### config.mk
export PLATFORM = sky130hd
export DESIGN_NAME = blsi_first
export DESIGN_NICKNAME = d
export VERILOG_FILES = /design/src/rtl/assert_macros.svh /design/src/rtl/blsi_pkg.sv /design/src/rtl/blsi_first.sv
export SDC_FILE = /design/constraint.sdc
export NUM_CORES = 1
export LEC_CHECK = 0
export BUFFER_PORTS_ARGS = -buffer_cell sky130_fd_sc_hd__buf_4
export CAP_MARGIN = 40
export CORE_ASPECT_RATIO = 0.9
export CORE_MARGIN = 2
export CORE_UTILIZATION = 42
export DETAILED_ROUTE_END_ITERATION = 7
export PLACE_DENSITY = 0.85
export SETUP_SLACK_MARGIN = 0.1
export SYNTH_ARGS = -nofsm -noshare
export SYNTH_HDL_FRONTEND = slang
export SYNTH_SLANG_ARGS = --single-unit
### constraint.sdc
create_clock -name vclk -period 1.7
set_input_delay 0.17 -clock vclk [all_inputs]
set_output_delay 0.17 -clock vclk [all_outputs]
set_load 0.01 [all_outputs]
### src/rtl/assert_macros.svh
// Assertion macros for the bounded list RTL.
`ifndef ASSERT_MACROS_SVH
`define ASSERT_MACROS_SVH

// Same-cycle implication, disabled while reset is asserted.
`define BLSI_ASSERT_IMP(lbl, clk, rst_n, ante, cons, msg) \
  lbl: assert property (@(posedge clk) disable iff (!rst_n) (ante) |-> (cons)) \
    else $error(msg);

// Next-cycle implication, disabled while reset is asserted.
`define BLSI_ASSERT_NXT(lbl, clk, rst_n, ante, cons, msg) \
  lbl: assert property (@(posedge clk) disable iff (!rst_n) (ante) |=> (cons)) \
    else $error(msg);

`endif

### src/rtl/blsi_pkg.sv
// Package with the sizes, codes and cell control type of the bounded list.
`default_nettype none

package blsi_pkg;

  localparam int DEPTH  = 64;
  localparam int IDX_W  = $clog2(DEPTH);
  localparam int CNT_W  = $clog2(DEPTH + 1);
  localparam int VAL_W  = 32;
  localparam int MODE_W = 3;
  localparam int POS_W  = 6;
  localparam int STAT_W = 2;

  localparam logic [MODE_W-1:0] MODE_APPEND = 3'd0;
  localparam logic [MODE_W-1:0] MODE_INSERT = 3'd1;
  localparam logic [MODE_W-1:0] MODE_REMOVE = 3'd2;
  localparam logic [MODE_W-1:0] MODE_RMVAL  = 3'd3;
  localparam logic [MODE_W-1:0] MODE_SEARCH = 3'd4;
  localparam logic [MODE_W-1:0] MODE_SORT   = 3'd5;

  localparam logic [STAT_W-1:0] ST_OK      = 2'd0;
  localparam logic [STAT_W-1:0] ST_FULL    = 2'd1;
  localparam logic [STAT_W-1:0] ST_RANGE   = 2'd2;
  localparam logic [STAT_W-1:0] ST_MISSING = 2'd3;

  localparam logic [2:0] CELL_HOLD = 3'd0;
  localparam logic [2:0] CELL_SRCH = 3'd1;
  localparam logic [2:0] CELL_INS  = 3'd2;
  localparam logic [2:0] CELL_DEL  = 3'd3;
  localparam logic [2:0] CELL_SORT = 3'd4;

  typedef struct packed {
    logic [2:0]              op;
    logic                    phase;
    logic [IDX_W-1:0]        sel;
    logic [CNT_W-1:0]        count;
    logic signed [VAL_W-1:0] val;
  } cell_ctl_t;

endpackage

`default_nettype wire

### src/rtl/blsi_first.sv
// Priority encoder that finds the lowest cell reporting a match.
`default_nettype none

module blsi_first (
  input  logic [blsi_pkg::DEPTH-1:0] hits,
  output logic [blsi_pkg::IDX_W-1:0] first_idx,
  output logic                       any_hit
);
  import blsi_pkg::*;

  always_comb begin
    first_idx = '0;
    for (int i = DEPTH - 1; i >= 0; i--) begin
      if (hits[i]) begin
        first_idx = IDX_W'(i);
      end
    end
  end

  assign any_hit = |hits;

endmodule

`default_nettype wire
==> results.py, run 1 <==
metrics = {
    "timing": {
        "slew_headroom": 0.664,
        "setup_violations": 6,
        "max_freq_ghz": 0.546,
        "period_minus_slack_ns": 1.83,
        "fin_crit_sh": 1.08,
        "finalHoldViolations": 0,
        "rsz0062_at_grt": "yes",
        "worstMarginPinSlew_ns": 0.500,
        "totalNegativeSetupSlack_ns": -0.349,
        "finalWorstSetupSlack_ns": -0.132,
        "slew_viol_final": 0,
    },
    "worst_setup_path": {
        "crit_fanout": 2,
        "end_kind": "output pin",
        "start_kind": "input port",
        "cp_slowest_cell": "or4_4",
        "crit_family": "simple AND/OR/NAND/NOR gates",
        "max_stage_delay_ns": 0.55,
        "path_cells": "buf_6 -> or4_4 -> nor4b_4 -> nand3_2 -> nor2_4 -> nand3b_1 -> buf_4",
        "cp.arrival_ns": 1.66,
        "crit_required_ns": 1.53,
        "crit_buf_inv": 2,
        "crit_type": "in -> out",
    },
    "routing": {
        "routed_wirelength_mm": 3.76,
        "routed-via-count": 1549,
        "drt.antenna.violating_nets": 0,
        "post_drt_wl_per_cell_um": 14.7,
        "drc": 0,
        "drt-initial-drc-count": 56,
        "drt_first_pass_iters": 4,
        "viasPerCell": 6.07,
    },
    "final_layout": {
        "register_area_um2": 0,
        "mostFrequentLayoutCell": "buf_4",
        "sequential_cell_total": 0,
        "fillCellCount": 121,
        "area_delta_synth_final_pct": 92.2,
        "clkbuf_count": 0,
        "fin_cells": 255,
        "final_layout_size_suffix_gt1_frac": 0.478,
        "multi_input_area_um2": 965,
        "antennaDiodeCount": 0,
        "fin_nets": 296,
        "fin_util": 0.874,
        "final_cell_mix": "buf_4, nor2_1, nor4_1",
    },
    "floorplanning": {
        "initial_core_util": 0.454,
        "num_rows": 15,
        "die-height_um": 47.6,
        "die_x_um": 52.4,
        "num_io_pins": 71,
        "core_mm2": 0.00195,
        "dieArea_mm2": 0.00250,
    },
    "min_path": {
        "holdPathStages": 5,
        "hold_path.class": "in -> out",
        "hold_end": "first_idx[3]",
        "min_from": "hits[1]",
    },
    "clock_network": {
        "hold_buffers": 0,
    },
    "global_routing": {
        "grt_max_degree": 6,
        "grtUsageTotal": 0.281,
        "grt_pass1_vias": 1350,
        "grt_pass1_wl_mm": 5.51,
        "overflow": 0,
        "grt_antenna_before_repair": 0,
    },
    "yosys": {
        "synth_area_leaders": "nor4_1, nor2_1, nor3_1",
        "ys_types": 40,
        "synth_area_um2": 887,
        "synthCells": 145,
        "ys_warn_count": 0,
        "synth_nets": 209,
        "ys_seq_area_frac": 0,
        "yosys.area.top_type": "nor4_1",
        "yosysTopAreaCellShare": 0.113,
        "syn_area_per_cell_um2": 6.12,
    },
    "placed_design": {
        "io_buffers": 71,
        "gp_congestion": 0.904,
        "hpwl_mm": 2.81,
        "dp_cells": 253,
    },
    "power_and_ir_drop": {
        "power.static_leakage_uw": 0.000686,
        "vdd_drop_max_mv": 0.136,
        "power.density_mw_per_mm2": 193,
    },
    "run_status": {
        "status": "complete, but fails checks",
        "violations": "negative setup slack",
    },
    "job": {
        "maxCapViolCount": 0,
    },
}
-- what timing repair did --
action | in CTS | in global routing
resized for setup | 22 | 11
endpoints found under the setup margin | 7 | 7
pin swaps | 18 | 10
buffers inserted | 2 | 1
-- layer usage --
| layer | track usage | share of wire | wire length [µm] |
|---|---|---|---|
| met1 | 0.352 | 0.40 | 1510 |
| met2 | 0.555 | 0.50 | 1880 |
| met3 | 0.0188 | 0.087 | 327 |
| met4 | 0.0256 | 0.011 | 42 |
| met5 | 0 | 0 | 0 |
-- cell families after synthesis --
kind of cell / synth area share
AO/OA/AOI/OAI: 0.364
buffers and inverters: 0.0423
AND/OR/NAND/NOR: 0.594
-- Yosys cell counts (4+ instances only) --
library cell and instances:
o21ai_0 6, a21oi_1 10, nand2b_1 4, nor4_1 16, nor2b_1 4, nand2_1 9, inv_1 10, nor2_1 19
o211ai_1 4, nand3_1 6, nor3_1 12
-- worst max-delay path by stage --
stage | end | from | depth (start not counted)
after detailed placement | any_hit | hits[62] | 7
after CTS | any_hit | hits[60] | 7
after global placement | first_idx[2] | hits[15] | 7
final | any_hit | hits[60] | 7
after floorplan | first_idx[5] | hits[15] | 4
after global routing | any_hit | hits[60] | 7
-- power breakdown --
part / internal (µW) / total, µW / switching (µW)
combinational: 179 / 329 / 150
clock: 0 / 0 / 0
sequential: 0 / 0 / 0
-- stage by stage --
stage | total power, µW | cell area, µm² | worst slack [ns] | hold slack, ns
global route | 355 | 1710 | -0.189 | 0.748
detailed placement | 283 | 1540 | -0.124 | 0.723
CTS | 310 | 1660 | -0.0930 | 0.723
floorplan | 77.3 | 887 | 0.115 | 0.479
finish | 329 | 1710 | -0.132 | 0.724
global placement | 275 | 1540 | -0.0818 | 0.714
-- area by class of cell --
type               instances  share of cell area
well taps                 25              0.0183
repair buffers            85               0.394
inverters                 10              0.0220
multi-input cells        135               0.566
No activity file was read; power rests on OpenSTA's default activity.
==> inputs of run 2 (changes only) <==
==> constraint.sdc (replaced) <==
create_clock -name vclk -period 2.1
set_input_delay 0.21 -clock vclk [all_inputs]
set_output_delay 0.21 -clock vclk [all_outputs]
set_load 0.01 [all_outputs]
==> run 2 against run 1 <==
- the flow finishes with violations (design-rule violations)
- hold slack improved by 0.080 ns
- non-clock buffer count decreased by 13
- flip-flop and latch count is the same
- global-route usage fell by 3.3 points
- routed wire length decreased by 11%
- clock-buffer cell count stayed put
- total power fell by 32%
- worst setup slack gained 0.33 ns
- die area is the same
- via count is 5.2% lower
- critical endpoint is now first_idx[2]
- largest power group unchanged
==> results.py, run 2 (same netlist as run 1, synthesis figures left out) <==
metrics = {
    "worst_setup_path": {
        "crit_fanout": 3,
        "crit_family": "simple AND/OR/NAND/NOR gates",
        "cp.arrival_ns": 1.69,
        "crit_buf_inv": 2,
        "max_stage_delay_ns": 0.61,
        "start_kind": "input port",
        "cp_slowest_cell": "or4_1",
        "critPathLaunch": "hits[31]",
        "path_cells": "buf_4 -> or4_1 -> nor4_4 -> o211ai_1 -> o211ai_1 -> a21boi_1 -> buf_4",
        "crit_required_ns": 1.89,
        "crit_type": "in -> out",
        "end_kind": "output pin",
    },
    "global_routing": {
        "grtUsageTotal": 0.249,
        "grt_antenna_before_repair": 0,
        "grt_pass1_vias": 1283,
        "overflow": 0,
        "grt_pass1_wl_mm": 4.86,
        "grt_max_degree": 6,
    },
    "final_layout": {
        "fin_util": 0.760,
        "clkbuf_count": 0,
        "sequential_cell_total": 0,
        "register_area_um2": 0,
        "fin_nets": 283,
        "final_cell_mix": "buf_4, nor2_1, nor4_1",
        "final_layout_size_suffix_gt1_frac": 0.382,
        "mostFrequentLayoutCell": "buf_4",
        "fillCellCount": 172,
        "area_delta_synth_final_pct": 67.3,
        "antennaDiodeCount": 0,
    },
    "timing": {
        "finalHoldViolations": 0,
        "rsz0062_at_grt": "yes",
        "slew_viol_final": 0,
        "period_minus_slack_ns": 1.90,
        "slew_headroom": 0.666,
        "max_freq_ghz": 0.525,
        "setup_violations": 0,
        "worstMarginPinSlew_ns": 0.497,
        "totalNegativeSetupSlack_ns": 0,
        "hold_slack_ns": 0.804,
        "fin_crit_sh": 0.907,
    },
    "power_and_ir_drop": {
        "swShare": 0.468,
        "p_seq_frac": 0,
        "finalPower_uw": 224,
        "p_sw_uw": 105,
        "power.static_leakage_uw": 0.000606,
        "vdd_drop_max_mv": 0.0949,
        "power.density_mw_per_mm2": 151,
        "power.internal_uw": 119,
        "combPwrFrac": 1.000,
        "pwr-share-clk": 0,
    },
    "routing": {
        "drt_first_pass_iters": 6,
        "drc": 1,
        "routed_wirelength_mm": 3.33,
        "post_drt_wl_per_cell_um": 13.8,
        "drt.antenna.violating_nets": 0,
        "routed-via-count": 1468,
        "drt-initial-drc-count": 44,
        "viasPerCell": 6.07,
    },
    "run_status": {
        "status": "complete, but fails checks",
        "violations": "design-rule violations",
    },
    "job": {
        "maxCapViolCount": 0,
    },
    "min_path": {
        "min_from": "hits[1]",
        "hold_path.class": "in -> out",
    },
    "floorplanning": {
        "num_io_pins": 71,
        "core_mm2": 0.00195,
        "initial_core_util": 0.454,
        "num_rows": 15,
        "die_x_um": 52.4,
        "die-height_um": 47.6,
        "dieArea_mm2": 0.00250,
    },
    "placed_design": {
        "hpwl_mm": 2.82,
        "io_buffers": 71,
        "gp_congestion": 0.861,
    },
}
## run 2: cell type report
type / instances / area, µm² / share of cell area
tap: 25 / 31.3 / 0.0211
multi-input combinational: 135 / 875 / 0.589
inverter: 10 / 37.5 / 0.0253
timing repair buffer: 72 / 541 / 0.364
## run 2: per-stage QoR
stage               setup WS (ns)  instances  area (µm²)
floorplan                   0.435        145         887
global placement            0.236        242        1460
detailed placement          0.134        242        1460
CTS                         0.132        242        1460
global route               0.0996        242        1480
finish                      0.196        242        1480
## run 2: power groups by stage
stage	sequential, µW	combinational (µW)	clock [µW]
after detailed placement	0	218	0
final	0	224	0
after global routing	0	241	0
after global placement	0	210	0
after CTS	0	218	0
after floorplan	0	62.6	0
## run 2: final timing paths
kind                       end  slack [ns]  cells after the start
setup / recovery  first_idx[2]        0.20                      7
hold / removal    first_idx[3]        0.80                      5
## run 2: repair_timing
| item | 4_1_cts | 5_1_grt |
|---|---|---|
| gates resized for setup | 0 | 4 |
| endpoints found under the setup margin | 0 | 1 |
| buffers inserted | 0 | 0 |
| hold buffers | 0 | 0 |
## run 2: per-layer routing
| layer | track usage | part of all wire | vias to the layer above |
|---|---|---|---|
| met3 | 0.00313 | 0.097 | 6 |
| li1 | - | - | 724 |
| met1 | 0.300 | 0.42 | 652 |
| met4 | 0.0667 | 0.013 | 0 |
| met2 | 0.495 | 0.47 | 86 |
| met5 | 0 | 0 | - |
==> inputs of run 3 (changes only) <==
--- a/config.mk
+++ b/config.mk
@@ -9,10 +9,11 @@
 export CAP_MARGIN = 40
 export CORE_ASPECT_RATIO = 0.9
 export CORE_MARGIN = 2
-export CORE_UTILIZATION = 42
+export CORE_UTILIZATION = 45
 export DETAILED_ROUTE_END_ITERATION = 7
-export PLACE_DENSITY = 0.85
+export PLACE_DENSITY = 0.9
 export SETUP_SLACK_MARGIN = 0.1
+export SLEW_MARGIN = 10
 export SYNTH_ARGS = -nofsm -noshare
 export SYNTH_HDL_FRONTEND = slang
 export SYNTH_SLANG_ARGS = --single-unit
==> constraint.sdc (replaced) <==
create_clock -name vclk -period 2.33
set_input_delay 0.233 -clock vclk [all_inputs]
set_output_delay 0.233 -clock vclk [all_outputs]
set_load 0.01 [all_outputs]
==> run 3 against run 2 <==
- the flow now finishes without violations
- sequential share of layout area did not move
- critical path depth unchanged
- core utilization is 1.3 points higher
- largest cell class unchanged
==> results.py, run 3 (same netlist as run 1, synthesis figures left out) <==
metrics = {
    "global_routing": {
        "grt_pass1_wl_mm": 4.95,
        "grt_max_degree": 6,
        "grtUsageTotal": 0.266,
        "overflow": 0,
        "grt_antenna_before_repair": 0,
        "grt_pass1_vias": 1305,
    },
    "final_layout": {
        "antennaDiodeCount": 0,
        "final_cell_mix": "buf_4, nor2_1, nor4_1",
        "sequential_cell_total": 0,
        "design_area_mm2": 0.00147,
        "register_area_um2": 0,
        "mostFrequentLayoutCell": "buf_4",
        "multi_input_area_um2": 856,
        "fin_nets": 283,
        "final_layout_size_suffix_gt1_frac": 0.373,
        "clkbuf_count": 0,
        "fillCellCount": 175,
        "fin_cells": 242,
        "area_delta_synth_final_pct": 65.2,
    },
    "timing": {
        "max_freq_ghz": 0.501,
        "slew_headroom": 0.675,
        "worstMarginPinSlew_ns": 0.483,
        "period_minus_slack_ns": 2.00,
        "finalHoldViolations": 0,
        "hold_slack_ns": 0.843,
        "setup_violations": 0,
        "totalNegativeSetupSlack_ns": 0,
        "slew_viol_final": 0,
        "fin_crit_sh": 0.857,
        "rsz0062_at_grt": "no",
    },
    "routing": {
        "drt-initial-drc-count": 35,
        "drt.antenna.violating_nets": 0,
        "post_drt_wl_per_cell_um": 13.2,
        "wl_met2_mm": 1.67,
        "route.met3.wl_um": 212,
        "wl_met1_mm": 1.29,
        "drc": 0,
        "viasPerCell": 5.95,
        "drt_first_pass_iters": 4,
        "routed_wirelength_mm": 3.19,
        "top_layer": "met4",
        "routed-via-count": 1440,
    },
    "min_path": {
        "hold_path.class": "in -> out",
    },
    "placed_design": {
        "gp_congestion": 0.788,
        "dp_cells": 242,
        "hpwl_mm": 2.82,
        "io_buffers": 71,
        "placed_cell_area_mm2": 0.00146,
    },
    "floorplanning": {
        "die_x_um": 50.8,
        "core_mm2": 0.00190,
        "num_io_pins": 71,
        "die-height_um": 46.1,
        "dieArea_mm2": 0.00234,
        "initial_core_util": 0.468,
        "num_rows": 15,
    },
    "run_status": {
        "status": "finished, final reports clean",
    },
    "worst_setup_path": {
        "crit_fanout": 4,
        "critPathCapture": "first_idx[2]",
        "critPathLaunch": "hits[15]",
        "path_cells": "buf_4 -> or4_4 -> nor4_2 -> o211ai_1 -> o211ai_1 -> a21boi_1 -> buf_4",
        "cp.arrival_ns": 1.76,
        "cp_slowest_cell": "or4_4",
        "start_kind": "input port",
        "crit_type": "in -> out",
        "max_stage_delay_ns": 0.56,
        "crit_required_ns": 2.10,
        "end_kind": "output pin",
    },
    "job": {
        "maxCapViolCount": 0,
    },
    "clock_network": {
        "hold_buffers": 0,
        "cts_setup_buffers": 0,
    },
    "power_and_ir_drop": {
        "vdd_drop_max_mv": 0.0977,
        "power.density_mw_per_mm2": 135,
        "power.static_leakage_uw": 0.000592,
    },
}
run 3: cell counts in the layout (fill, tap and decap cells not counted):
No cell type changed its count.
run 3: through the flow:
stage | setup slack [ns] | utilization | total power, µW
2_1_floorplan | 0.619 | - | 56.4
3_3_place_gp | 0.405 | 0.770 | 188
3_5_place_dp | 0.278 | 0.770 | 196
4_1_cts | 0.276 | 0.770 | 196
5_1_grt | 0.193 | 0.773 | 215
6_report | 0.333 | 0.773 | 199
run 3: cell type report:
type,instances,share of cell area
Timing Repair Buffer,72,0.369
Tap cell,25,0.0213
Inverter,10,0.0256
Multi-Input combinational cell,135,0.584
run 3: repair_timing:
item,4_1_cts,5_1_grt
resized for setup,0,1
setup endpoints to repair,0,1
hold endpoints to repair,0,0
run 3: how the worst min path moves through the flow:
stage	from	to	slack, ns	cells after the start
after floorplan	hits[0]	first_idx[3]	0.61	3
after global placement	hits[1]	first_idx[3]	0.85	5
after detailed placement	hits[1]	first_idx[3]	0.85	5
after CTS	hits[1]	first_idx[3]	0.85	5
after global routing	hits[4]	first_idx[3]	0.87	5
final	hits[1]	first_idx[3]	0.84	5
run 3: worst max-delay path, delay by kind of cell:
kind            cells  cell delay (ns)
buf+inv             2             0.29
simple gates        2             0.88
compound gates      3             0.36
run 3: where the power goes:
part / switching, µW / total, µW / internal [µW]
registers: 0 / 0 / 0
clock network: 0 / 0 / 0
logic: 92.0 / 199 / 107
total: 92.0 / 199 / 107
run 3: per-layer routing:
layer / up-vias / track usage
met5: - / 0
met4: 0 / 0.0541
met1: 649 / 0.295
met3: 4 / 0.0195
met2: 62 / 0.558
li1: 725 / -
