===== src/rtl/assert_macros.svh =====
// Assertion macros for the bounded list RTL.
`ifndef ASSERT_MACROS_SVH
`define ASSERT_MACROS_SVH

// Same-cycle implication, disabled while reset is asserted.
`define BLSI_ASSERT_IMP(lbl, clk, rst_n, ante, cons, msg) \
  lbl: assert property (@(posedge clk) disable iff (!rst_n) (ante) |-> (cons)) \
    else $error(msg);

// Next-cycle implication, disabled while reset is asserted.
`define BLSI_ASSERT_NXT(lbl, clk, rst_n, ante, cons, msg) \
  lbl: assert property (@(posedge clk) disable iff (!rst_n) (ante) |=> (cons)) \
    else $error(msg);

`endif


===== src/rtl/blsi_pkg.sv =====
// Package with the sizes, codes and cell control type of the bounded list.
`default_nettype none

package blsi_pkg;

  localparam int DEPTH  = 64;
  localparam int IDX_W  = $clog2(DEPTH);
  localparam int CNT_W  = $clog2(DEPTH + 1);
  localparam int VAL_W  = 32;
  localparam int MODE_W = 3;
  localparam int POS_W  = 6;
  localparam int STAT_W = 2;

  localparam logic [MODE_W-1:0] MODE_APPEND = 3'd0;
  localparam logic [MODE_W-1:0] MODE_INSERT = 3'd1;
  localparam logic [MODE_W-1:0] MODE_REMOVE = 3'd2;
  localparam logic [MODE_W-1:0] MODE_RMVAL  = 3'd3;
  localparam logic [MODE_W-1:0] MODE_SEARCH = 3'd4;
  localparam logic [MODE_W-1:0] MODE_SORT   = 3'd5;

  localparam logic [STAT_W-1:0] ST_OK      = 2'd0;
  localparam logic [STAT_W-1:0] ST_FULL    = 2'd1;
  localparam logic [STAT_W-1:0] ST_RANGE   = 2'd2;
  localparam logic [STAT_W-1:0] ST_MISSING = 2'd3;

  localparam logic [2:0] CELL_HOLD = 3'd0;
  localparam logic [2:0] CELL_SRCH = 3'd1;
  localparam logic [2:0] CELL_INS  = 3'd2;
  localparam logic [2:0] CELL_DEL  = 3'd3;
  localparam logic [2:0] CELL_SORT = 3'd4;

  typedef struct packed {
    logic [2:0]              op;
    logic                    phase;
    logic [IDX_W-1:0]        sel;
    logic [CNT_W-1:0]        count;
    logic signed [VAL_W-1:0] val;
  } cell_ctl_t;

endpackage

`default_nettype wire


===== src/rtl/blsi_cell.sv =====
// One list cell: holds an entry, compares it against a value, and shifts, loads or swaps with its neighbors.
`default_nettype none

module blsi_cell (
  input  logic                              clk,
  input  logic [blsi_pkg::IDX_W-1:0]        cell_idx,
  input  blsi_pkg::cell_ctl_t               ctl,
  input  logic signed [blsi_pkg::VAL_W-1:0] left_val,
  input  logic signed [blsi_pkg::VAL_W-1:0] right_val,
  output logic signed [blsi_pkg::VAL_W-1:0] entry_val,
  output logic                              match
);
  import blsi_pkg::*;

  logic signed [VAL_W-1:0] entry_r, entry_nxt;
  logic                    match_r, match_nxt;
  logic                    in_list, next_in_list;

  assign in_list      = CNT_W'(cell_idx) < ctl.count;
  assign next_in_list = (CNT_W'(cell_idx) + CNT_W'(1)) < ctl.count;

  always_comb begin
    entry_nxt = entry_r;
    match_nxt = match_r;
    case (ctl.op)
      CELL_SRCH: begin
        match_nxt = in_list && (entry_r == ctl.val);
      end
      CELL_INS: begin
        if (cell_idx > ctl.sel) begin
          entry_nxt = left_val;
        end else if (cell_idx == ctl.sel) begin
          entry_nxt = ctl.val;
        end
      end
      CELL_DEL: begin
        if (cell_idx >= ctl.sel) begin
          entry_nxt = right_val;
        end
      end
      CELL_SORT: begin
        if (cell_idx[0] == ctl.phase) begin
          if (next_in_list && (right_val < entry_r)) begin
            entry_nxt = right_val;
          end
        end else if ((cell_idx != '0) && in_list && (entry_r < left_val)) begin
          entry_nxt = left_val;
        end
      end
      default: begin
        entry_nxt = entry_r;
      end
    endcase
  end

  always_ff @(posedge clk) begin
    entry_r <= entry_nxt;
    match_r <= match_nxt;
  end

  assign entry_val = entry_r;
  assign match     = match_r;

endmodule

`default_nettype wire


===== config.mk =====
export PLATFORM = sky130hd
export DESIGN_NAME = blsi_cell
export DESIGN_NICKNAME = d
export VERILOG_FILES = /design/src/rtl/assert_macros.svh /design/src/rtl/blsi_pkg.sv /design/src/rtl/blsi_cell.sv
export SDC_FILE = /design/constraint.sdc
export NUM_CORES = 1
export LEC_CHECK = 0
export BUFFER_PORTS_ARGS = -buffer_cell sky130_fd_sc_hd__buf_4
export CORE_MARGIN = 2
export CORE_UTILIZATION = 45
export CTS_CLUSTER_DIAMETER = 50
export DETAILED_ROUTE_END_ITERATION = 8
export GPL_ROUTABILITY_DRIVEN = 0
export GPL_TIMING_DRIVEN = 0
export PLACE_DENSITY = 0.86
export SETUP_SLACK_MARGIN = 0.2
export SLEW_MARGIN = 20
export SYNTH_ARGS = -nofsm -noshare
export SYNTH_HDL_FRONTEND = slang
export SYNTH_SLANG_ARGS = --single-unit

===== constraint.sdc =====
create_clock -name clk -period 5.7 [get_ports clk]
set_clock_uncertainty 0.1 [all_clocks]
set_input_delay 1.71 -clock clk [delete_from_list [all_inputs] [get_ports clk]]
set_output_delay 1.71 -clock clk [all_outputs]
set_load 0.02 [all_outputs]

==> results of run 1 <==
-- final timing paths --
check             cells after the start           end
setup / recovery                     11  entry_val[4]
hold / removal                        4         match
hold reg to reg                       4         match
setup reg to reg                      9  entry_val[4]
-- area by class of cell --
cell class,instances,area [sq um]
multi-input cells,338,2800
clock inverters,3,17.5
fillers,743,3280
repair buffers,153,1170
well taps,108,135
clock buffers,5,68.8
flip-flops and latches,33,991
plain buffers,9,48.8
inverters,80,300
-- metal layers --
layer / vias to the layer above / wire length [um]
met3: 33 / 873
met5: - / 0
met4: 0 / 374
met2: 162 / 6590
li1: 2001 / -
met1: 1962 / 5260
-- where the power goes --
part           leakage, nW  switching (mW)  internal (mW)
registers            0.307          0.0212          0.296
clock network       0.0439           0.100         0.0845
logic                 2.70           0.220          0.207
total                 3.05           0.341          0.588
-- cell usage after synthesis (all sizes together) (5+ instances only) --
cell,n,area share [%]
inv,80,7.3
nor2,10,0.91
nand4,10,1.5
a21o,41,7.5
nand3,5,0.61
nor2b,5,0.76
nand2,25,2.3
o21ai,15,1.8
buf,6,0.91
xor2,33,7.0
edfxtp,33,24
a22o,32,6.8
nor4,10,1.5
ha,81,25
a21oi,25,3.0
-- stage by stage --
stage	utilization [%]	total power [mW]	setup slack (ps)	std cells	hold slack, ps
CTS	62.8	0.930	1160	729	846
floorplan	-	0.558	1140	460	861
finish	62.8	0.929	1150	729	842
detailed placement	61.8	0.746	867	721	834
global placement	61.4	0.720	209	720	825
global route	62.8	0.985	1050	729	898
-- cells in the final DEF, fill, tap and decap left out, drive strengths merged, types with 2 or more instances in the layout --
cell	Yosys	routed
o211ai	4	4
xnor2	4	4
a21oi	25	25
clkbuf	3	8
nor3	3	3
a21o	41	41
a211oi	3	3
ha	81	81
inv	80	80
o21a	4	4
o211a	2	2
buf	6	159
edfxtp	33	33
a21boi	2	2
nand2b	3	3
nor2b	5	5
a31oi	2	2
o21ai	15	15
xor2	33	33
nand3	5	5
clkinv	0	2
a22o	32	32
nand2	25	25
a211o	2	2
nand4	10	10
and4	2	2
nor4	10	10
nor2	10	10
-- worst register-to-register path, stage by stage, from the launching register on --
cell and delay, ps:
edfxtp_1 470, ha_1 340, a21o_1 180, a21oi_1 170, o221ai_1 240, a211oi_1 380, o21ai_1 130, mux2_1 380
o211ai_4 570, buf_16 240
-- state kept, by name (all words and copies together), names as in the netlist --
| signal | cells |
|---|---|
| match | 1 |
| entry_val | 32 |
-- logic make-up after synthesis --
| family | after synthesis | share of synthesized area (%) |
|---|---|---|
| simple gates | 79 | 10.2 |
| fa+ha+maj | 81 | 24.5 |
| xor+xnor | 37 | 7.85 |
| buf+inv | 89 | 8.45 |
| flops | 33 | 24.0 |
| mux | 1 | 0.273 |
| compound gates | 140 | 24.7 |
==> results.md, run 1 <==
* Peak supply drop at 0.0838 mV
* Largest driver fanout on the critical path at 17
* Setup slack on the worst flop-to-flop path at 2200 ps
* Count of buffer and inverter cells on the critical path at 3
* Post-synthesis async set-or-reset flop share at 0%
* Number of optimization iterations in the first detailed-route pass at 5
* Total cell area at the placement stage at 5440 sq um
* PwrDens at 168 nW/um^2
* Flops & latches, synth at 33
* Buffer type at the clock tree root: clkbuf_8
* Total Routing Usage GR at 25.9%
* Outcome: complete, no violations
* Post-synthesis sequential area ratio at 24.0%
* Final hold violation count at 0
* Number of vias after detailed routing at 4158
* Number of antenna violations at the first check in global routing at 0
* Fin. max-slew vios at 0
* Final HPWL from detailed placement at 11.2 mm
* Unrepaired setup endpoints after global routing: no
* Final period utilization at 79.9%
* Path type of the worst setup path: in -> reg
* Final cell area excluding filler cells at 5530 sq um
* Resized Gates After CTS at 0
* Quantity of I/O buffers inserted on ports at 152
* Fmax at 0.220 GHz
* TNS Setup at 0 ps
* Met1 usage at 30.5%
* Max_slew headroom at 55.0%
* Transition at the pin with the smallest max-transition slack at 672 ps
* Hold buffers post-CTS at 0
* Netlist Area Pre-Place at 4130 sq um
* Global-route wire length before repair at 20.4 mm
* Detailed-route wire length at 13.1 mm
* Class of the worst hold path: reg -> reg
* Crit path launch type: input pin
* Antenna cells at 0
* Deepest level of the CTS H-tree at 2
* Synthesized netlist net count at 661
* Number of sinks driven by the clock tree at 33
* Area added between synthesis and finish at 33.9%
* Slowest library cell on the worst path: o211ai_4
* Final min period at 4550 ps
* Yosys Warn Count at 0
* Critical path arrival at 4450 ps
* Residual overflow from global routing at 0
* Clock network latency to the later pin of the worst-skew pair at 290 ps
* Core Box Area at 8810 sq um
* Cell family with the largest share of critical-path delay: compound AO/OA/AOI/OAI gates
* Share of post-route cells with drive strength above 1 at 27.7%
* Remaining number of nets flagged by the antenna check after routing at 0
* Worst path required time at 5600 ps
* Iteration-0 DRC count of the detailed router at 161
* Remaining design rule violation count at 0
* Number of global-route vias before repair at 4265
* Delay of the slowest critical-path stage at 570 ps
* Routed len/inst at 18.0 um
* Worst-path clk slew at 80 ps
* Launch point of the worst reg-to-reg path: entry_val[21]
* Std cell rows at 34
* Number of library cell types mapped by synthesis at 46
* Starting Density at 46.9%
* Average instance area after synthesis at 8.98 sq um
* Global routing's busiest layer: met2
* Worst Setup SP: left_val[5]
* # Post-CTS Setup Buffers at 0
* Synthesized netlist cell count at 460
* Maxcap violations at 0
* Clock Path Buffers at 2
* Number of nets in the final layout at 821
* Dominant register cell in the synthesized netlist: edfxtp_1
* Static leakage at 3.05 nW
* Series of cell instances along the critical path: buf_4, inv_1, ha_1, a211o_1, a21oi_1, o311ai_1, a211oi_1, o21ai_1, mux2_1, o211ai_4, buf_16
* GR Util met2 at 47.6%
* Worst hold path startpoint: entry_val[24]
* Type of destination of the critical path: flip-flop
* Die Span X at 99.8 um
* Overall die height at 99.8 um
* Boundary Pins at 153
* Area of the die at 9960 sq um
* Number of buffers inserted during clock tree synthesis at 5
* TritonCTS clock tree: yes
* GR Layer Usage met3 at 4.25%
* Number of enable-type register cells in the synthesized netlist at 33
* Setup-failing EPs final at 0
* Largest net degree at the start of global routing at 18
* Per-cell via count in the routed design at 5.70
No activity file was read; power rests on OpenSTA's default activity.
==> run 2, diff against run 1 <==
Settings changed: PLACE_DENSITY 0.86 to 0.89.
Clock period 5.7 ns to 4 ns, I/O delays scaled along.
==> results.md, run 2 (synthesized netlist as in run 1, its figures left out) <==
* Number of global-route vias before repair at 4246 (-0.45%)
* Worst hold path startpoint: entry_val[31]
* Count of buffer and inverter cells on the critical path at 3 (unchanged)
* Number of nets in the final layout at 825 (+0.49%)
* Fmax at 0.271 GHz
* Final min period at 3680 ps
* Type of destination of the critical path: flip-flop
* Remaining design rule violation count at 0 (unchanged)
* Total Routing Usage GR at 25.8% (-0.10 points)
* Static leakage at 3.08 nW (+1.0%)
* Portion of total power attributed to combinational logic at 44.2% (-1.8 points)
* Die Span X at 99.8 um (unchanged)
* Maxcap violations at 0 (unchanged)
* Commonest non-fill, non-tap cell in the layout: buf_4
* Series of cell instances along the critical path: buf_4, inv_1, ha_1, a211o_1, a21oi_1, o311ai_1, a211oi_1, o21ai_1, mux2_1, o211ai_4, buf_12
* Worst Setup SP: left_val[5]
* Hold buffers post-CTS at 0 (unchanged)
* Cell Int Power at 0.907 mW (+54%)
* Leading cell types in the layout, fill and taps excluded: buf_4 (157), ha_1 (81), inv_1 (80)
* Overall die height at 99.8 um (unchanged)
* Transition at the pin with the smallest max-transition slack at 625 ps (-46.3 ps)
* Number of vias after detailed routing at 4185 (+0.65%)
* Max_slew headroom at 57.9% (+2.9 points)
* Final hold violation count at 0 (unchanged)
* Unrepaired setup endpoints after global routing: no
* Critical path arrival at 3580 ps (-870 ps)
* Class of the worst hold path: reg -> reg
* Path type of the worst setup path: in -> reg
* Global-route wire length before repair at 20.4 mm (-0.10%)
* Area added between synthesis and finish at 35.5%
* Per-cell via count in the routed design at 5.71 (+0.10%)
* Largest driver fanout on the critical path at 16 (-1)
* Number of optimization iterations in the first detailed-route pass at 5 (unchanged)
* PwrDens at 249 nW/um^2 (+48%)
* Launch point of the worst reg-to-reg path: entry_val[5]
* Deepest level of the CTS H-tree at 2 (unchanged)
* Fraction of power consumed by sequential logic at 32.5% (-1.7 points)
* Depth of the worst register-to-register path at 9 (unchanged)
* Routed len/inst at 17.8 um (-1.1%)
* Peak supply drop at 0.149 mV (+77%)
* Crit path launch type: input pin
* TritonCTS clock tree: yes
* Fin. max-slew vios at 0 (unchanged)
* Final HPWL from detailed placement at 10.6 mm (-4.9%)
* Sw Share at 34.9% (-1.8 points)
* Total of fill cells in the finished design at 691 (-7.0%)
* Setup-failing EPs final at 0 (unchanged)
* Outcome: complete, no violations
* Delay of the slowest critical-path stage at 430 ps (-140 ps)
* Final period utilization at 92.1%
* Reported net switching power at 0.486 mW (+43%)
* Iteration-0 DRC count of the detailed router at 295 (+83%)
* Hold Slack at 831 ps (-10.3 ps)
* Clock Path Buffers at 2 (unchanged)
* Worst path required time at 3900 ps (-1700 ps)
* Number of sinks driven by the clock tree at 33 (unchanged)
* Boundary Pins at 153 (unchanged)
* Residual overflow from global routing at 0 (unchanged)
* Multi-input gate area at 2820 sq um (+0.76%)
* Quantity of I/O buffers inserted on ports at 152 (unchanged)
* Detailed-route wire length at 13.0 mm (-0.58%)
* Std cell rows at 34 (unchanged)
* Sequential cell area at 991 sq um (unchanged)
* Instance count on the critical path at 11 (unchanged)
* Largest net degree at the start of global routing at 17 (-1)
* Largest register FFs at 32 (unchanged)
* Cell family with the largest share of critical-path delay: compound AO/OA/AOI/OAI gates
* Share of post-route cells with drive strength above 1 at 27.8% (+0.14 points)
* Starting Density at 46.9% (unchanged)
* Core Box Area at 8810 sq um (unchanged)
* Clock network latency to the later pin of the worst-skew pair at 290 ps (about the same)
* Number of antenna violations at the first check in global routing at 0 (unchanged)
* Buffer type at the clock tree root: clkbuf_8
* Remaining number of nets flagged by the antenna check after routing at 0 (unchanged)
* Hold-critical path depth at 4 (unchanged)
* Final Power at 1.39 mW (+50%)
* Number of buffers inserted during clock tree synthesis at 5 (unchanged)
* Slowest library cell on the worst path: mux2_1
* Antenna cells at 0 (unchanged)
* Area of the die at 9960 sq um (unchanged)
* Worst-path clk slew at 80 ps (about the same)
* Utilization after layout at 63.6% (+0.78 points)
* Fraction of power consumed by the clock network at 23.3% (+3.4 points)
==> run 2: cell count changes in the layout (fill, tap and decap cells not counted) <==
cell and delta:
clkinv_2 -2, buf_12 +2, clkinvlp_4 -1, clkinv_1 +1
buf_16 -1, o211ai_4 +1, buf_4 +2, clkbuf_1 +1
bufinv_16 +1
==> run 2: final timing paths <==
kind | endpoint | slack, ps
worst max register to register | entry_val[20] | 830
worst min register to register | match | 830
worst max-delay path | entry_val[20] | 320
worst min-delay path | match | 830
==> run 2: metal layers <==
metal	global-route usage, %	share of wire, %	vias to the layer above	routed length (um)
met2	47.0	49	203	6380
met3	4.81	8.3	28	1080
met4	8.22	2.5	0	328
met1	30.7	40	1951	5250
met5	0	0	-	0
li1	-	-	2003	-
==> run 2: final cells by class <==
cell class              count  area share, %
plain buffers               9          0.872
multi-input cells         339           50.4
flip-flops and latches     33           17.7
well taps                 108           2.41
repair buffers            156           21.4
inverters                  80           5.36
clock buffers               6           1.30
clock inverters             2          0.603
==> run 2: worst min-delay path, delay by kind of cell (launching register included) <==
kind,cells,cell delay [ps]
flops,1,420
xor+xnor,1,160
simple gates,3,190
==> run 2: through the flow <==
stage / area (sq um) / setup slack [ps] / instances / setup TNS, ps
floorplan: 4140 / 233 / 460 / 0
global placement: 5420 / -492 / 720 / -15680
detailed placement: 5420 / -535 / 720 / -17060
CTS: 5600 / 340 / 733 / 0
global route: 5600 / 218 / 733 / 0
finish: 5600 / 315 / 733 / 0
==> run 2: what timing repair did <==
item                                    in CTS  in global routing
buffers inserted                             4                  0
gates resized for setup                      1                  0
endpoints found under the setup margin      32                  0
==> run 2: power groups by stage <==
stage / combinational (mW) / sequential, mW / clock (mW)
detailed placement: 0.593 / 0.461 / 0
global placement: 0.568 / 0.460 / 0
floorplan: 0.315 / 0.481 / 0
CTS: 0.612 / 0.452 / 0.331
finish: 0.615 / 0.453 / 0.325
global route: 0.672 / 0.456 / 0.342
==> run 3, diff against run 2 <==
Settings changed: CORE_MARGIN 2 to default.
==> results.md, run 3 (synthesized netlist as in run 1, its figures left out) <==
* Per-cell via count in the routed design at 5.83 (+2.2%)
* Iteration-0 DRC count of the detailed router at 241 (-18%)
* Largest register FFs at 32 (unchanged)
* Total Routing Usage GR at 27.1% (+1.3 points)
* Boundary Pins at 153 (unchanged)
* Final period utilization at 92.4% (+0.23 points)
* Capturing point of the worst reg2reg path: entry_val[16]
* Starting Density at 46.9% (unchanged)
* Worst hold path startpoint: entry_val[31]
* Area of the die at 9570 sq um (-4.0%)
* Hold Slack at 840 ps (+9.19 ps)
* Depth of the worst register-to-register path at 9 (unchanged)
* Largest driver fanout on the critical path at 12 (-4)
* Remaining design rule violation count at 20 (+20)
* Die Span X at 97.8 um (-2.0%)
* Number of antenna violations at the first check in global routing at 0 (unchanged)
* Fin. max-slew vios at 0 (unchanged)
* Static leakage at 3.07 nW (-0.43%)
* Number of optimization iterations in the first detailed-route pass at 7 (+2)
* Outcome: finished with violations
* Buffer type at the clock tree root: clkbuf_8
* Leading cell types in the layout, fill and taps excluded: buf_4 (157), ha_1 (81), inv_1 (80)
* Final Power at 1.32 mW (-4.9%)
* Failing checks: design-rule violations
* Clock network latency to the later pin of the worst-skew pair at 290 ps (about the same)
* Transition at the pin with the smallest max-transition slack at 644 ps (+19.0 ps)
* Inst Count DP at 720 (unchanged)
* Launch point of the worst reg-to-reg path: entry_val[19]
* Global-route wire length before repair at 20.5 mm (+0.34%)
* Peak supply drop at 0.137 mV (-7.5%)
* Deepest level of the CTS H-tree at 2 (unchanged)
* Class of the worst hold path: reg -> reg
* TritonCTS clock tree: yes
* GR Layer Usage met3 at 4.29% (-0.51 points)
* Commonest non-fill, non-tap cell in the layout: buf_4
* Max_slew headroom at 57.0% (-0.88 points)
* Global routing's busiest layer: met2
* Final min period at 3690 ps (+9.31 ps)
* Met1 usage at 31.3% (+0.63 points)
* Largest net degree at the start of global routing at 14 (-3)
* Number of nets in the final layout at 825 (unchanged)
* Non-filler instance count after layout at 732 (-0.14%)
* Maxcap violations at 0 (unchanged)
* Critical path arrival at 3590 ps (about the same)
* Fmax at 0.271 GHz (-0.25%)
* Unrepaired setup endpoints after global routing: no
* Setup slack on the worst flop-to-flop path at 840 ps (about the same)
* Number of global-route vias before repair at 4324 (+1.8%)
* GR Util met2 at 49.3% (+2.3 points)
* PwrDens at 238 nW/um^2 (-4.5%)
* Sequential cell area at 991 sq um (unchanged)
* Multi-input gate area at 2830 sq um (+0.18%)
* Share of post-route cells with drive strength above 1 at 27.9% (+0.045 points)
* Residual overflow from global routing at 0 (unchanged)
* Worst path required time at 3900 ps (about the same)
* Setup slack at placement at -566 ps (-30.1 ps)
* Detailed-route wire length at 13.3 mm (+2.3%)
* Worst-path clk slew at 70 ps (about the same)
* Worst setup slack after layout at 306 ps (-9.32 ps)
* TNS Setup at 0 ps (unchanged)
* Number of buffers inserted during clock tree synthesis at 5 (unchanged)
* Routed len/inst at 18.2 um (+2.4%)
* Type of destination of the critical path: flip-flop
* Number of vias after detailed routing at 4271 (+2.1%)
* Clock Path Buffers at 2 (unchanged)
* Antenna cells at 0 (unchanged)
* Path type of the worst setup path: in -> reg
* Core Box Area at 8810 sq um (unchanged)
* Total cell area at the placement stage at 5420 sq um (unchanged)
* Number of sinks driven by the clock tree at 33 (unchanged)
* Remaining number of nets flagged by the antenna check after routing at 0 (unchanged)
* Std cell rows at 34 (unchanged)
* Quantity of I/O buffers inserted on ports at 152 (unchanged)
* Setup-failing EPs final at 0 (unchanged)
* Final cell area excluding filler cells at 5570 sq um (-0.45%)
* Final HPWL from detailed placement at 10.7 mm (+0.68%)
* Final hold violation count at 0 (unchanged)
* Area added between synthesis and finish at 34.9%
* Total of fill cells in the finished design at 743 (+7.5%)
* Hold-critical path depth at 4 (unchanged)
* Overall die height at 97.8 um (-2.0%)
* Utilization after layout at 63.3% (-0.28 points)
* Endpoint of the worst hold path: match
* Crit path launch type: input pin
## run 3: cell count changes in the layout (fill, tap and decap cells not counted)
cell	delta
bufinv_16	-1
a211oi_2	+1
a211oi_1	-1
## run 3: how the worst max path moves through the flow
stage	start	to	slack [ps]	depth (start not counted)
floorplan	left_val[5]	entry_val[0]	230	9
global placement	left_val[5]	entry_val[6]	-490	10
detailed placement	left_val[5]	entry_val[2]	-570	10
CTS	left_val[5]	entry_val[30]	290	11
global route	left_val[19]	entry_val[29]	220	11
finish	left_val[5]	entry_val[16]	310	11
## run 3: power by group
group          switching, mW  internal (mW)
Sequential            0.0312          0.422
Combinational          0.321          0.301
Clock                  0.130          0.118
## run 3: repair_timing
action                     in CTS  in global routing
hold buffers                    0                  0
setup buffers                   4                  0
resized for setup               1                  1
pin swaps                       2                  0
cloned                          1                  0
setup endpoints to repair      32                 16
## run 3: critical path, stage by stage
cell,delay [ps]
buf_4,90
inv_1,40
ha_1,300
a211o_1,290
a21oi_1,180
o311ai_1,180
a211oi_2,280
o21ai_1,130
mux2_1,440
o211ai_4,270
buf_12,190
## run 3: cell type report
cell class	instances	share of cell area (%)
Clock inverter	1	0.0674
Inverter	80	5.39
Tap cell	108	2.42
Timing Repair Buffer	156	21.5
Clock buffer	6	1.30
Multi-Input combinational cell	339	50.7
Buffer	9	0.876
Sequential cell	33	17.8
## run 3: per-layer routing
layer / share of wire, % / wire [um]
met3: 6.7 / 887
met5: 0 / 0
met1: 40 / 5320
met2: 49 / 6550
met4: 4.2 / 559
